## config.mk

```make
export PLATFORM = sky130hd
export DESIGN_NAME = bracket_text_tokenizer_core
export DESIGN_NICKNAME = d
export VERILOG_FILES = /design/src/hw/rtl/btt_pkg.sv /design/src/hw/rtl/btt_front.sv /design/src/hw/rtl/btt_queue.sv /design/src/hw/rtl/btt_back.sv /design/src/hw/rtl/bracket_text_tokenizer_core.sv
export SDC_FILE = /design/constraint.sdc
export NUM_CORES = 2
export LEC_CHECK = 0
export BUFFER_PORTS_ARGS = -buffer_cell sky130_fd_sc_hd__buf_4
export CORE_MARGIN = 5
export CORE_UTILIZATION = 55
export DETAILED_ROUTE_END_ITERATION = 16
export PLACE_DENSITY = 0.72
export REMOVE_ABC_BUFFERS = 1
export SLEW_MARGIN = 20
export SYNTH_ARGS = -nofsm -noshare
export SYNTH_HDL_FRONTEND = slang
export SYNTH_SLANG_ARGS = --single-unit
```

## constraint.sdc

```tcl
create_clock -name clock -period 77.3 [get_ports clock]
set_clock_uncertainty 0.05 [all_clocks]
set_input_delay 3.865 -clock clock [delete_from_list [all_inputs] [get_ports clock]]
set_output_delay 3.865 -clock clock [all_outputs]
set_load 0.02 [all_outputs]
```

## src/hw/rtl/btt_pkg.sv

```systemverilog
// Shared types, codes and constants of the bracket text tokenizer.
package btt_pkg;

   localparam int VALUE_WIDTH_DEF    = 64;
   localparam int POSITION_WIDTH_DEF = 24;

   localparam int CHAR_W    = 21;
   localparam int POS_OUT_W = 24;
   localparam int NUM_W     = 64;

   localparam int MAX_RES = 3;
   localparam int CNT_W   = 2;

   localparam int Q_DEPTH = 2;
   localparam int Q_PTR_W = 1;
   localparam int Q_CNT_W = 2;

   localparam logic [CHAR_W-1:0] CH_SPACE  = 21'h20;
   localparam logic [CHAR_W-1:0] CH_TAB    = 21'h09;
   localparam logic [CHAR_W-1:0] CH_LF     = 21'h0A;
   localparam logic [CHAR_W-1:0] CH_CR     = 21'h0D;
   localparam logic [CHAR_W-1:0] CH_LBRACK = 21'h5B;
   localparam logic [CHAR_W-1:0] CH_RBRACK = 21'h5D;
   localparam logic [CHAR_W-1:0] CH_LPAREN = 21'h28;
   localparam logic [CHAR_W-1:0] CH_RPAREN = 21'h29;
   localparam logic [CHAR_W-1:0] CH_LBRACE = 21'h7B;
   localparam logic [CHAR_W-1:0] CH_RBRACE = 21'h7D;
   localparam logic [CHAR_W-1:0] CH_QUOTE  = 21'h22;
   localparam logic [CHAR_W-1:0] CH_MINUS  = 21'h2D;
   localparam logic [CHAR_W-1:0] CH_ZERO   = 21'h30;
   localparam logic [CHAR_W-1:0] CH_NINE   = 21'h39;

   typedef enum logic [2:0] {
      EV_SINGLE = 3'd0,
      EV_VALUE  = 3'd1,
      EV_END    = 3'd2,
      EV_ERROR  = 3'd3,
      EV_EOT    = 3'd4
   } event_code_type;

   typedef enum logic [3:0] {
      TK_LBRACK = 4'd0,
      TK_RBRACK = 4'd1,
      TK_LPAREN = 4'd2,
      TK_RPAREN = 4'd3,
      TK_LBRACE = 4'd4,
      TK_RBRACE = 4'd5,
      TK_STRING = 4'd6,
      TK_WORD   = 4'd7,
      TK_NUMBER = 4'd8
   } tok_kind_type;

   typedef enum logic [1:0] {
      CA_UNTERM = 2'd0,
      CA_TOUCH  = 2'd1,
      CA_FORMAT = 2'd2,
      CA_RANGE  = 2'd3
   } cause_type;

   typedef enum logic [4:0] {
      MODE_IDLE    = 5'b00001,
      MODE_STRING  = 5'b00010,
      MODE_WORD    = 5'b00100,
      MODE_AFTER   = 5'b01000,
      MODE_STOPPED = 5'b10000
   } mode_type;

   typedef struct packed {
      event_code_type         ev;
      tok_kind_type           kind;
      logic [POS_OUT_W-1:0]   line;
      logic [POS_OUT_W-1:0]   col;
      logic [CHAR_W-1:0]      vchar;
      logic [NUM_W-1:0]       num;
      cause_type              cause;
   } result_type;

   // All results of one input word.
   typedef struct packed {
      logic [CNT_W-1:0]             count;
      result_type [MAX_RES-1:0]     res;
   } bundle_type;

   function automatic logic is_digit(input logic [CHAR_W-1:0] c);
      return (c >= CH_ZERO) && (c <= CH_NINE);
   endfunction

endpackage

```

## src/hw/rtl/btt_front.sv

```systemverilog
// Front end: scanner state, classification and result bundle building.
module btt_front
   import btt_pkg::*;
#(
   parameter int VALUE_WIDTH    = VALUE_WIDTH_DEF,
   parameter int POSITION_WIDTH = POSITION_WIDTH_DEF
) (
   input  logic              clock,
   input  logic              reset,
   input  logic              accept,
   input  logic [CHAR_W-1:0] char_code,
   input  logic              end_of_text,
   output logic              push,
   output bundle_type        push_data
);

   localparam int VW = VALUE_WIDTH;
   localparam int PW = POSITION_WIDTH;
   localparam int WW = VALUE_WIDTH + 4;
   localparam logic [PW-1:0] POS_MAX = {PW{1'b1}};
   localparam logic [PW-1:0] POS_ONE = PW'(1);

   typedef struct packed {
      event_code_type   ev;
      tok_kind_type     kind;
      logic [NUM_W-1:0] num;
      cause_type        cause;
      logic             err;
   } fin_type;

   mode_type          mode_ff, mode_in;
   logic [PW-1:0]     cur_line_ff, cur_line_in, cur_col_ff, cur_col_in;
   logic [PW-1:0]     tok_line_ff, tok_line_in, tok_col_ff, tok_col_in;
   logic              cr_ff, cr_in;
   logic [1:0]        wl_ff, wl_in;
   logic [CHAR_W-1:0] first_ff, first_in;
   logic              neg_ff, neg_in, fb_ff, fb_in, oor_ff, oor_in;
   logic [VW-1:0]     acc_ff, acc_in;

   logic [CNT_W-1:0]         n;
   result_type [MAX_RES-1:0] res;
   logic                     ok, ws, bt_hit, quote, bad, is_dig;
   tok_kind_type             bt_kind;
   logic [3:0]               dval;
   logic [WW-1:0]            wide, limit;
   fin_type                  fin;

   function automatic logic [PW-1:0] pos_inc(input logic [PW-1:0] v);
      return (v == POS_MAX) ? v : v + POS_ONE;
   endfunction

   function automatic result_type mk_res(input event_code_type ev, input tok_kind_type kind,
                                         input logic [PW-1:0] line, input logic [PW-1:0] col,
                                         input logic [CHAR_W-1:0] vch,
                                         input logic [NUM_W-1:0] num, input cause_type cause);
      result_type r;
      r.ev    = ev;
      r.kind  = kind;
      r.line  = POS_OUT_W'(line);
      r.col   = POS_OUT_W'(col);
      r.vchar = vch;
      r.num   = num;
      r.cause = cause;
      return r;
   endfunction

   function automatic fin_type finish(input logic [CHAR_W-1:0] first, input logic [1:0] wl,
                                      input logic fb, input logic oor, input logic neg,
                                      input logic [VW-1:0] acc);
      fin_type          f;
      logic signed [VW-1:0] v;
      v       = neg ? signed'(VW'(0) - acc) : signed'(acc);
      f.ev    = EV_END;
      f.kind  = TK_WORD;
      f.num   = '0;
      f.cause = CA_UNTERM;
      f.err   = 1'b0;
      if (is_digit(first) || (first == CH_MINUS && wl >= 2'd2)) begin
         if (fb) begin
            f.ev    = EV_ERROR;
            f.kind  = TK_NUMBER;
            f.cause = CA_FORMAT;
            f.err   = 1'b1;
         end else if (oor) begin
            f.ev    = EV_ERROR;
            f.kind  = TK_NUMBER;
            f.cause = CA_RANGE;
            f.err   = 1'b1;
         end else begin
            f.kind = TK_NUMBER;
            f.num  = NUM_W'(v);
         end
      end
      return f;
   endfunction

   always_comb begin
      bt_hit  = 1'b1;
      bt_kind = TK_LBRACK;
      case (char_code)
         CH_LBRACK: bt_kind = TK_LBRACK;
         CH_RBRACK: bt_kind = TK_RBRACK;
         CH_LPAREN: bt_kind = TK_LPAREN;
         CH_RPAREN: bt_kind = TK_RPAREN;
         CH_LBRACE: bt_kind = TK_LBRACE;
         CH_RBRACE: bt_kind = TK_RBRACE;
         default:   bt_hit  = 1'b0;
      endcase
   end

   assign ws     = (char_code == CH_SPACE) || (char_code == CH_TAB) ||
                   (char_code == CH_LF) || (char_code == CH_CR);
   assign quote  = (char_code == CH_QUOTE);
   assign is_dig = is_digit(char_code);
   assign dval   = char_code[3:0];

   // acc*10 + d against the signed limit, one shift-add and compare
   assign wide  = {1'b0, acc_ff, 3'b000} + {3'b000, acc_ff, 1'b0} + WW'(dval);
   assign limit = (WW'(1) << (VW - 1)) - WW'(!neg_ff);

   always_comb begin
      mode_in     = mode_ff;
      cur_line_in = cur_line_ff;
      cur_col_in  = cur_col_ff;
      cr_in       = cr_ff;
      tok_line_in = tok_line_ff;
      tok_col_in  = tok_col_ff;
      wl_in       = wl_ff;
      first_in    = first_ff;
      neg_in      = neg_ff;
      fb_in       = fb_ff;
      oor_in      = oor_ff;
      acc_in      = acc_ff;
      n           = '0;
      res         = '0;
      ok          = 1'b1;
      bad         = 1'b0;
      fin         = finish(first_ff, wl_ff, fb_ff, oor_ff, neg_ff, acc_ff);

      if (mode_ff == MODE_STOPPED) begin
         ok = 1'b0;
      end else if (mode_ff == MODE_STRING) begin
         if (quote) begin
            res[n] = mk_res(EV_END, TK_STRING, tok_line_ff, tok_col_ff, '0, '0, CA_UNTERM);
            n = n + 1'b1;
            mode_in = MODE_AFTER;
         end else begin
            res[n] = mk_res(EV_VALUE, TK_STRING, tok_line_ff, tok_col_ff, char_code, '0,
                            CA_UNTERM);
            n = n + 1'b1;
         end
      end else begin
         if (mode_ff == MODE_WORD) begin
            if (quote) begin
               res[n] = mk_res(EV_ERROR, TK_WORD, tok_line_ff, tok_col_ff, '0, '0, CA_TOUCH);
               n = n + 1'b1;
               ok = 1'b0;
            end else if (ws || bt_hit) begin
               res[n] = mk_res(fin.ev, fin.kind, tok_line_ff, tok_col_ff, '0, fin.num,
                               fin.cause);
               n = n + 1'b1;
               if (fin.err) ok = 1'b0;
               else mode_in = MODE_IDLE;
            end else begin
               if (wl_ff != 2'd2) wl_in = wl_ff + 2'd1;
               if (first_ff == CH_MINUS) begin
                  bad = !is_dig || (wl_ff == 2'd1 && char_code == CH_ZERO);
               end else begin
                  bad = (wl_ff == 2'd1 && first_ff == CH_ZERO) || !is_dig;
               end
               if (bad) begin
                  fb_in = 1'b1;
               end else if (!fb_ff && !oor_ff) begin
                  if (wide > limit) oor_in = 1'b1;
                  else acc_in = VW'(wide);
               end
               res[n] = mk_res(EV_VALUE, TK_WORD, tok_line_ff, tok_col_ff, char_code, '0,
                               CA_UNTERM);
               n = n + 1'b1;
            end
         end else if (ws) begin
            mode_in = MODE_IDLE;
         end else if (bt_hit) begin
            mode_in = mode_ff;
         end else if (mode_ff == MODE_AFTER) begin
            res[n] = mk_res(EV_ERROR, quote ? TK_STRING : TK_WORD, cur_line_ff, cur_col_ff,
                            '0, '0, CA_TOUCH);
            n = n + 1'b1;
            ok = 1'b0;
         end else if (quote) begin
            tok_line_in = cur_line_ff;
            tok_col_in  = cur_col_ff;
            mode_in     = MODE_STRING;
         end else begin
            tok_line_in = cur_line_ff;
            tok_col_in  = cur_col_ff;
            first_in    = char_code;
            wl_in       = 2'd1;
            neg_in      = (char_code == CH_MINUS);
            fb_in       = 1'b0;
            oor_in      = 1'b0;
            acc_in      = is_dig ? VW'(dval) : '0;
            mode_in     = MODE_WORD;
            res[n] = mk_res(EV_VALUE, TK_WORD, cur_line_ff, cur_col_ff, char_code, '0,
                            CA_UNTERM);
            n = n + 1'b1;
         end
         if (ok && bt_hit) begin
            res[n] = mk_res(EV_SINGLE, bt_kind, cur_line_ff, cur_col_ff, '0, '0, CA_UNTERM);
            n = n + 1'b1;
            mode_in = MODE_IDLE;
         end
      end

      if (ok) begin
         if (char_code == CH_CR) begin
            cur_line_in = pos_inc(cur_line_ff);
            cur_col_in  = POS_ONE;
            cr_in       = 1'b1;
         end else if (char_code == CH_LF) begin
            if (!cr_ff) cur_line_in = pos_inc(cur_line_ff);
            cur_col_in = POS_ONE;
            cr_in      = 1'b0;
         end else begin
            cur_col_in = pos_inc(cur_col_ff);
            cr_in      = 1'b0;
         end
      end

      if (ok && end_of_text) begin
         if (mode_in == MODE_WORD) begin
            fin = finish(first_in, wl_in, fb_in, oor_in, neg_in, acc_in);
            res[n] = mk_res(fin.ev, fin.kind, tok_line_in, tok_col_in, '0, fin.num,
                            fin.cause);
            n = n + 1'b1;
            if (fin.err) ok = 1'b0;
         end else if (mode_in == MODE_STRING) begin
            res[n] = mk_res(EV_ERROR, TK_STRING, tok_line_in, tok_col_in, '0, '0, CA_UNTERM);
            n = n + 1'b1;
            ok = 1'b0;
         end
         if (ok) begin
            res[n] = mk_res(EV_EOT, TK_LBRACK, cur_line_ff, cur_col_ff, '0, '0, CA_UNTERM);
            n = n + 1'b1;
            mode_in     = MODE_IDLE;
            cur_line_in = POS_ONE;
            cur_col_in  = POS_ONE;
            cr_in       = 1'b0;
            tok_line_in = POS_ONE;
            tok_col_in  = POS_ONE;
            wl_in       = 2'd0;
            first_in    = '0;
            neg_in      = 1'b0;
            fb_in       = 1'b0;
            oor_in      = 1'b0;
            acc_in      = '0;
         end
      end

      if (!ok) mode_in = MODE_STOPPED;
   end

   assign push            = accept && (n != '0);
   assign push_data.count = n;
   assign push_data.res   = res;

   always_ff @(posedge clock) begin
      if (reset) begin
         mode_ff     <= MODE_IDLE;
         cur_line_ff <= POS_ONE;
         cur_col_ff  <= POS_ONE;
         cr_ff       <= 1'b0;
         tok_line_ff <= POS_ONE;
         tok_col_ff  <= POS_ONE;
         wl_ff       <= 2'd0;
         first_ff    <= '0;
         neg_ff      <= 1'b0;
         fb_ff       <= 1'b0;
         oor_ff      <= 1'b0;
         acc_ff      <= '0;
      end else if (accept) begin
         mode_ff     <= mode_in;
         cur_line_ff <= cur_line_in;
         cur_col_ff  <= cur_col_in;
         cr_ff       <= cr_in;
         tok_line_ff <= tok_line_in;
         tok_col_ff  <= tok_col_in;
         wl_ff       <= wl_in;
         first_ff    <= first_in;
         neg_ff      <= neg_in;
         fb_ff       <= fb_in;
         oor_ff      <= oor_in;
         acc_ff      <= acc_in;
      end
   end

   a_stop_holds: assert property (@(posedge clock) disable iff (reset)
      mode_ff == MODE_STOPPED |=> mode_ff == MODE_STOPPED)
      else $error("stopped scanner left its stop state");

   a_col_nonzero: assert property (@(posedge clock) disable iff (reset)
      cur_col_ff != '0 && cur_line_ff != '0)
      else $error("position counter reached zero");

endmodule

```

## src/hw/rtl/btt_queue.sv

```systemverilog
// Two-entry bundle queue between the scanner front and the output back end.
module btt_queue
   import btt_pkg::*;
(
   input  logic       clock,
   input  logic       reset,
   input  logic       push,
   input  bundle_type push_data,
   input  logic       pop,
   output logic       q_valid,
   output logic       full,
   output bundle_type q_data
);

   bundle_type         mem_ff [Q_DEPTH];
   logic [Q_PTR_W-1:0] wr_ptr_ff, wr_ptr_in, rd_ptr_ff, rd_ptr_in;
   logic [Q_CNT_W-1:0] count_ff, count_in;

   assign q_valid = (count_ff != '0);
   assign full    = (count_ff == Q_CNT_W'(Q_DEPTH));
   assign q_data  = mem_ff[rd_ptr_ff];

   always_comb begin
      wr_ptr_in = push ? wr_ptr_ff + 1'b1 : wr_ptr_ff;
      rd_ptr_in = pop ? rd_ptr_ff + 1'b1 : rd_ptr_ff;
      count_in  = count_ff + Q_CNT_W'(push) - Q_CNT_W'(pop);
   end

   always_ff @(posedge clock) begin
      if (push) mem_ff[wr_ptr_ff] <= push_data;
   end

   always_ff @(posedge clock) begin
      if (reset) begin
         wr_ptr_ff <= '0;
         rd_ptr_ff <= '0;
         count_ff  <= '0;
      end else begin
         wr_ptr_ff <= wr_ptr_in;
         rd_ptr_ff <= rd_ptr_in;
         count_ff  <= count_in;
      end
   end

   a_no_overflow: assert property (@(posedge clock) disable iff (reset)
      push |-> !full)
      else $error("queue written while full");

   a_no_underflow: assert property (@(posedge clock) disable iff (reset)
      pop |-> q_valid)
      else $error("queue read while empty");

endmodule

```

## src/hw/rtl/btt_back.sv

```systemverilog
// Back end: takes bundles from the queue and sends their results one word a cycle while rsp_ready is high.
module btt_back
   import btt_pkg::*;
(
   input  logic                 clock,
   input  logic                 reset,
   input  logic                 q_valid,
   input  bundle_type           q_data,
   output logic                 pop,
   output logic                 rsp_valid,
   input  logic                 rsp_ready,
   output logic [2:0]           rsp_event_res,
   output logic [3:0]           rsp_token_type,
   output logic [POS_OUT_W-1:0] rsp_start_line,
   output logic [POS_OUT_W-1:0] rsp_start_column,
   output logic [CHAR_W-1:0]    rsp_value_char,
   output logic [NUM_W-1:0]     rsp_number_value,
   output logic [1:0]           rsp_error_cause,
   output logic                 rsp_final_of_run
);

   logic             valid_ff, valid_in;
   bundle_type       bundle_ff, bundle_in;
   logic [CNT_W-1:0] idx_ff, idx_in;
   result_type       cur;
   logic             last, take;

   assign cur  = bundle_ff.res[idx_ff];
   assign last = (idx_ff == bundle_ff.count - 1'b1);
   assign take = valid_ff && rsp_ready;
   assign pop  = q_valid && (!valid_ff || (take && last));

   always_comb begin
      valid_in  = valid_ff;
      bundle_in = bundle_ff;
      idx_in    = idx_ff;
      if (pop) begin
         valid_in  = 1'b1;
         bundle_in = q_data;
         idx_in    = '0;
      end else if (take && last) begin
         valid_in = 1'b0;
      end else if (take) begin
         idx_in = idx_ff + 1'b1;
      end
   end

   always_ff @(posedge clock) begin
      bundle_ff <= bundle_in;
   end

   always_ff @(posedge clock) begin
      if (reset) begin
         valid_ff <= 1'b0;
         idx_ff   <= '0;
      end else begin
         valid_ff <= valid_in;
         idx_ff   <= idx_in;
      end
   end

   assign rsp_valid        = valid_ff;
   assign rsp_event_res    = cur.ev;
   assign rsp_token_type   = cur.kind;
   assign rsp_start_line   = cur.line;
   assign rsp_start_column = cur.col;
   assign rsp_value_char   = cur.vchar;
   assign rsp_number_value = cur.num;
   assign rsp_error_cause  = cur.cause;
   assign rsp_final_of_run = last;

   a_idx_in_bundle: assert property (@(posedge clock) disable iff (reset)
      valid_ff |-> (bundle_ff.count != '0) && (idx_ff < bundle_ff.count))
      else $error("result index outside its bundle");

endmodule

```

## src/hw/rtl/bracket_text_tokenizer_core.sv

```systemverilog
// Top level of the bracket text tokenizer: front scanner, bundle queue, output back end.
//
//  channel | ports                                        | direction
//  req     | req_valid req_ready req_char_code req_end_of_text | in, one character a word
//  rsp     | rsp_valid rsp_ready rsp_event_res ... rsp_final_of_run | out, one result a word
//
// The front scans one character per cycle while the queue is not full and turns it into
// a bundle of zero to three results; the back sends one result per cycle while rsp_ready
// is high, so the sustained rate is one character per cycle while characters yield at
// most one result each. Each bundle is registered in the queue and then in the back end.
// A stalled rsp side backs up a two-bundle queue before req_ready drops.
// Reset is synchronous and returns the scanner to the start of a text.
module bracket_text_tokenizer_core
   import btt_pkg::*;
#(
   parameter int VALUE_WIDTH    = VALUE_WIDTH_DEF,
   parameter int POSITION_WIDTH = POSITION_WIDTH_DEF
) (
   input  logic                 clock,
   input  logic                 reset,
   input  logic                 req_valid,
   output logic                 req_ready,
   input  logic [CHAR_W-1:0]    req_char_code,
   input  logic                 req_end_of_text,
   output logic                 rsp_valid,
   input  logic                 rsp_ready,
   output logic [2:0]           rsp_event_res,
   output logic [3:0]           rsp_token_type,
   output logic [POS_OUT_W-1:0] rsp_start_line,
   output logic [POS_OUT_W-1:0] rsp_start_column,
   output logic [CHAR_W-1:0]    rsp_value_char,
   output logic [NUM_W-1:0]     rsp_number_value,
   output logic [1:0]           rsp_error_cause,
   output logic                 rsp_final_of_run
);

   logic       accept, push, pop, q_valid, full;
   bundle_type push_data, q_data;

   assign req_ready = !full;
   assign accept    = req_valid && req_ready;

   btt_front #(
      .VALUE_WIDTH    (VALUE_WIDTH),
      .POSITION_WIDTH (POSITION_WIDTH)
   ) u_front (
      .clock       (clock),
      .reset       (reset),
      .accept      (accept),
      .char_code   (req_char_code),
      .end_of_text (req_end_of_text),
      .push        (push),
      .push_data   (push_data)
   );

   btt_queue u_queue (
      .clock     (clock),
      .reset     (reset),
      .push      (push),
      .push_data (push_data),
      .pop       (pop),
      .q_valid   (q_valid),
      .full      (full),
      .q_data    (q_data)
   );

   btt_back u_back (
      .clock            (clock),
      .reset            (reset),
      .q_valid          (q_valid),
      .q_data           (q_data),
      .pop              (pop),
      .rsp_valid        (rsp_valid),
      .rsp_ready        (rsp_ready),
      .rsp_event_res    (rsp_event_res),
      .rsp_token_type   (rsp_token_type),
      .rsp_start_line   (rsp_start_line),
      .rsp_start_column (rsp_start_column),
      .rsp_value_char   (rsp_value_char),
      .rsp_number_value (rsp_number_value),
      .rsp_error_cause  (rsp_error_cause),
      .rsp_final_of_run (rsp_final_of_run)
   );

endmodule

```

# Yosys cells after proc, flatten, opt, wreduce, memory -nomap -nowiden

Memory sizes are Yosys's and may differ from the RTL's. A register that Yosys moved wholly into a read port is not among the register bits.
Index checks and enable logic that the tools add are counted.

Memories: 1
Register bits: 199
Input bits: 26
Word-level logic and storage cells: 331
Output and inout bits: 145
Bits in writable memories: 856

Memories:

| memory         | depth | bits a word | rd ports | clocked after Yosys merged registers in | write ports | RTL line        | source |
|---|---|---|---|---|---|---|---|
| u_queue.mem_ff | 2     | 428         | 1        | 1                                       | 1           | btt_queue.sv:15 | `bundle_type mem_ff [Q_DEPTH];` |

Bitwise gates (word level): 1
Reductions and logical operators: 39
Add/subtract/negate cells: 17
Eq/ne operators: 28
Order comparisons: 16
Mux-type cells: 212

Operators by type and width:

| cell                  | count |
|---|---|
| $mux 426              | 7 |
| $mux 142              | 13 |
| $bwmux 426            | 4 |
| $mux 64               | 20 |
| $demux 142 s2         | 3 |
| $mux 24               | 29 |
| $mux 74               | 4 |
| $bmux 142 s2          | 1 |
| $mux 284              | 1 |
| $eq 21x6->1 const B   | 9 |
| $mux 21               | 9 |
| $mux 141              | 1 |
| $mux 140              | 1 |
| $sub 1x64->64 const A | 2 |
| $eq 21x7->1 const B   | 4 |
| $mux 5                | 16 |
| $mux 1                | 70 |
| $add 67x65->68        | 1 |
| $add 68x4->68         | 1 |
| $gt 68x68->1          | 1 |
| $sub 64x1->65 const A | 1 |
| $eq 21x4->1 const B   | 3 |
| $ge 21x6->1 const B   | 3 |
| $le 21x6->1 const B   | 3 |
| 30 further kinds      | 106 |

# Depth between registers and ports, before layout

Depth in word-level cells: 32
Mapped depth: 39

# Cells and area by module

Synthesis repeated with hierarchy kept, for this count alone.

Cells, all modules: 6086
Area, all modules: 72532.1 um^2

By module, submodules not included:

| module                      | seq. area each (um^2) | instances | area an instance (um^2) | cells each |
|---|---|---|---|---|
| btt_queue                   | 25804.7               | 1         | 31430.1                 | 1353 |
| btt_front                   | 3843.7                | 1         | 25096.6                 | 3802 |
| btt_back                    | 12912.4               | 1         | 15995.3                 | 929 |
| bracket_text_tokenizer_core | 0.0                   | 1         | 10.0                    | 2 |

# Worst setup path before layout

Ideal clock, no wire load.

Path kind: input-to-reg
Start point: input req_char_code[3]
End point: memory u_queue.mem_ff[0][0] in the netlist's numbering (enable)
Required time: 76063 ps
Path buffers: 1
Data arrival time: 26718 ps
Stages on the path: 26
Path slack: 49345 ps
Library setup time: 1187 ps
Cells stage by stage: fa_1 -> inv_1 -> fa_1 -> nand2b_1 -> a21o_1 -> a22o_1 -> o31ai_4 -> nand3_1 -> and2_1 -> o31ai_1 -> xnor2_1 -> ha_1 -> nand4_1 -> nor4_1 -> nand4b_1 -> o21ai_0 -> nor2_1 -> a221o_1 -> nor2_1 -> a311oi_1 -> o31ai_1 -> and2_1 -> buf_2 -> o22ai_1 -> a211oi_1 -> nor2b_1

Word-level cells in the longest chain between the ends: 30

Ends and longest elaborated chain:

| item                                                   | RTL line                          | source |
|---|---|---|
| from (decl)                                            | bracket_text_tokenizer_core.sv:23 | `input logic [CHAR_W-1:0] req_char_code,` |
| branches (longest 25 deep; another with $add 68x4->68) | --                                |  |
| $mux 2 (*)                                             | btt_front.sv:230                  | `if (ok && end_of_text) begin` |
| $reduce_bool 2->1 (*)                                  | btt_front.sv:263                  | `assign push = accept && (n != '0);` |
| $logic_and 1x1->1 (*)                                  | btt_front.sv:263                  |  |
| net push                                               | bracket_text_tokenizer_core.sv:37 | `logic accept, push, pop, q_valid, full;` |
| $mux 1 (*)                                             | btt_queue.sv:30                   | `if (push) mem_ff[wr_ptr_ff] <= push_data;` |
| $mux 1 (not written as such) (*)                       | btt_queue.sv:30                   |  |
| to (decl)                                              | btt_queue.sv:15                   |  |

Mark *: on every way through the listed nets, which the timed path passes. The select of a mux whose other input is x is not followed.

# Worst setup path after layout

Start point: input req_char_code[3]
End point: memory u_queue.mem_ff[0][259] in the netlist's numbering (enable)

Same word-level chain as after synthesis.

==> qor.yml <==
synth:
  synth_top_family_by_area: "compound AO/OA/AOI/OAI gates"
  yosysUniqueCellTypes: 95
  yosys-mux-area-fraction_pct: 8.729
  syn_area_sq_um: 64520
  synth_ff_type: "edfxtp_1"
  avgSynthCellArea_sq_um: 12.36
  synth_simple_gate_area_share_pct: 9.945
  synthXorXnorAreaFrac_pct: 2.837
  yosysWarningCount: 0
  synth_compound_area_share_pct: 12.14
  synthCells: 5220
  synth-adder-area-share_pct: 4.076
  seq_area_frac_synth_pct: 59.93
  async_flop_share_pct: 0
  synth-edff-count: 1155
  synth_seq_cells: 1354
sta:
  finalSetupTns_ns: 0
  setup-violations-final: 0
  period_minus_slack_ns: 15.40
  rsz0062_at_grt: "no"
  worst_slew_pin_slew_ns: 1.086
  hold_violations: 0
  relSlewSlack_pct: 27.61
  slew_violations: 0
  post-route-period-util_pct: 19.92
  max_freq_mhz: 64.95
route:
  dr_wl_met2_microns: 82180
  first_pass_iters: 6
  num_vias: 43960
  postRouteAntennaNets: 0
  drc: 0
  drt_wl_total_microns: 172200
  wl_per_cell_microns: 24.93
  route.met3.wl_microns: 11870
  drt_iter0_drc: 4322
  routed.top_layer: "met4"
  wl_met1_microns: 72090
  viasPerCell: 6.362
setup_path:
  slowest_stage: "buf_4"
  critical_path_class: "in -> reg"
  critPathLaunch: "req_char_code[3]"
  required_ns: 77.63
  cp.arrival_ns: 15.72
  worstSetupStartpointType: "input port"
  crit_top_cell: "buf_4"
  critical-path-max-stage-delay_ns: 0.89
  end_kind: "flop"
  crit_fanout: 73
  r2r-start: "u_front.acc_ff[0]$_SDFFE_PP0P_"
cts:
  htreeDepth: 4
  clkLatencyLatePin_ns: 0.76
  clk_pin_slew_ns: 0.06
  cts_sinks: 1354
  cts_tree: "built"
  numCtsBuffers: 141
  cts_hold_buf: 0
  cts-root-buf: "clkbuf_16"
  cts_resized: 0
  cts_setup_buffers: 0
  clk_path_buf_depth: 3
floorplan:
  rows: 125
  die_x_microns: 352.5
  fp.dieH_microns: 352.5
  ios: 171
  coreArea_sq_um: 116400
  die-area_sq_um: 124300
  start_util_pct: 55.45
grt:
  grt_pass1_wl_microns: 262900
  overflow: 0
  grt_max_degree: 140
  grtUsageTotal_pct: 27.00
  antenna_found_initial: 1
  grt_pass1_vias: 43500
finish:
  layout.nets: 5503
  nFillCells: 9004
  fin_util_pct: 61.53
  antennaDiodeCount: 0
  drive_above_1_share_pct: 16.69
  area_growth_pct: 10.97
power:
  p_leak_nw: 24.73
  vdd_ir_drop_max_mv: 0.02445
  power_density_nw_per_um2: 29.53
place:
  port_buffers: 170
  dp_hpwl_microns: 111100
  place_congestion: 0.9684
outcome:
  status: "finished, final reports clean"
hold_path:
  worstHoldPathType: "reg -> reg"
  min_from: "u_front.cr_ff$_SDFFE_PP0P_"
job:
  cap_violations: 0
-- metal layers --
layer	vias up	global-route usage (%)
met3	361	4.256
li1	19980	-
met4	0	9.914
met5	-	0
met2	1832	44.06
met1	21790	36.91
-- registers in the layout, summed over array words and instances (netlist names) --
register	count
u_front.neg_ff	1
u_back.idx_ff	2
u_back.bundle_ff	385
u_front.first_ff	21
u_front.cur_col_ff	24
u_back.rsp_valid	1
u_front.mode_ff	5
u_front.oor_ff	1
u_front.fb_ff	1
u_queue.wr_ptr_ff	1
u_queue.rd_ptr_ff	1
u_front.tok_col_ff	24
u_front.acc_ff	64
u_front.cur_line_ff	24
u_front.wl_ff	2
u_queue.count_ff	2
u_front.tok_line_ff	24
u_queue.mem_ff	770
u_front.cr_ff	1
-- synthesized netlist by cell type (13+ instances only) --
cell | instances | area (sq um)
xnor2_1 | 74 | 648.1
clkbuf_1 | 293 | 1100
nor3_1 | 119 | 595.6
nand2b_1 | 17 | 106.4
o211ai_1 | 22 | 165.2
o31ai_1 | 31 | 232.7
o21a_1 | 19 | 142.6
a22oi_1 | 114 | 855.8
buf_2 | 32 | 160.2
o21bai_1 | 13 | 97.59
mux2i_1 | 125 | 1251
nor2_1 | 461 | 1730
a22o_1 | 157 | 1375
o22ai_1 | 65 | 406.6
dfxtp_1 | 199 | 3984
inv_1 | 55 | 206.5
xor2_1 | 135 | 1182
or2_2 | 22 | 137.6
nor4_1 | 31 | 193.9
nand4_1 | 51 | 319.1
and2_1 | 73 | 456.7
and3_1 | 26 | 162.7
a32oi_1 | 14 | 122.6
a211oi_1 | 17 | 127.6
nand3_1 | 92 | 460.4
a31oi_1 | 51 | 319.1
nand2_1 | 361 | 1355
or3_1 | 44 | 275.3
ha_1 | 207 | 2590
a21o_1 | 37 | 277.8
or4_1 | 16 | 120.1
edfxtp_1 | 1155 | 34680
a21oi_1 | 233 | 1166
mux2_2 | 389 | 4380
a311oi_1 | 18 | 157.7
o21ai_0 | 265 | 1326
-- where the power goes --
group | switching (W) | internal, W | total, W
Sequential | 0.0000438 | 0.00100 | 0.00104
Clock | 0.000283 | 0.000364 | 0.000647
Combinational | 0.000273 | 0.000150 | 0.000422
-- metrics by stage --
| stage | cell area, sq um | setup WS [ns] | hold slack (ns) | power [W] | instances |
|---|---|---|---|---|---|
| after floorplan | 63210 | 49.32 | 0.3863 | 0.001461 | 4883 |
| final | 71590 | 61.90 | 0.4051 | 0.002114 | 6910 |
| after CTS | 71590 | 62.09 | 0.4042 | 0.002135 | 6910 |
| after detailed placement | 67140 | 61.33 | 0.3965 | 0.001487 | 6649 |
| after global routing | 71590 | 61.33 | 0.4509 | 0.002203 | 6910 |
| after global placement | 67130 | 61.51 | 0.3945 | 0.001471 | 6649 |
-- layout make-up --
class | instances | area [sq um] | share of cell area [%]
clock buffers | 197 | 3850 | 5.377
clock inverters | 64 | 608.1 | 0.8493
inverters | 55 | 206.4 | 0.2884
multi-input cells | 3474 | 24510 | 34.23
flip-flops and latches | 1354 | 38680 | 54.03
well taps | 1524 | 1907 | 2.663
repair buffers | 242 | 1833 | 2.560
-- worst max-delay path, delay by kind of cell --
kind,cells,cell delay (ns)
AOI/OAI and AO/OA,10,4.05
and+or+nand+nor,10,3.20
buffers and inverters,5,2.76
adders and majority gates,3,1.34
xor gates and xnor gates,1,0.32
-- logic make-up after synthesis --
| group | count (synthesis) |
|---|---|
| buffers and inverters | 392 |
| AND/OR/NAND/NOR | 1371 |
| adder cells (fa/ha/maj) | 209 |
| AO/OA/AOI/OAI | 1171 |
| XOR/XNOR | 209 |
| multiplexers | 514 |
| flip-flops | 1354 |
-- path summary, 6_finish.rpt --
kind,end,slack [ns],cells past startpoint
hold reg to reg,u_front.cr_ff$_SDFFE_PP0P_,0.41,2
setup / recovery,u_queue.mem_ff[0][259]$_DFFE_PP_,61.90,29
setup reg to reg,u_queue.mem_ff[0][259]$_DFFE_PP_,64.64,29
hold / removal,u_front.cr_ff$_SDFFE_PP0P_,0.41,2
-- placed cells by master, fill, tap and decap left out, types with 37 or more instances in the layout --
cell type / n
edfxtp_1: 1155
nor2_1: 457
mux2_2: 389
nand2_1: 358
o21ai_0: 262
buf_4: 240
a21oi_1: 231
ha_1: 207
dfxtp_1: 195
a22o_1: 157
clkbuf_16: 142
xor2_1: 135
mux2i_1: 124
nor3_1: 118
a22oi_1: 114
nand3_1: 91
xnor2_1: 74
and2_1: 71
o22ai_1: 64
inv_1: 55
nand4_1: 51
a31oi_1: 51
clkbuf_1: 46
or3_1: 44
a21o_1: 37
(Power assumes the default switching activity.)
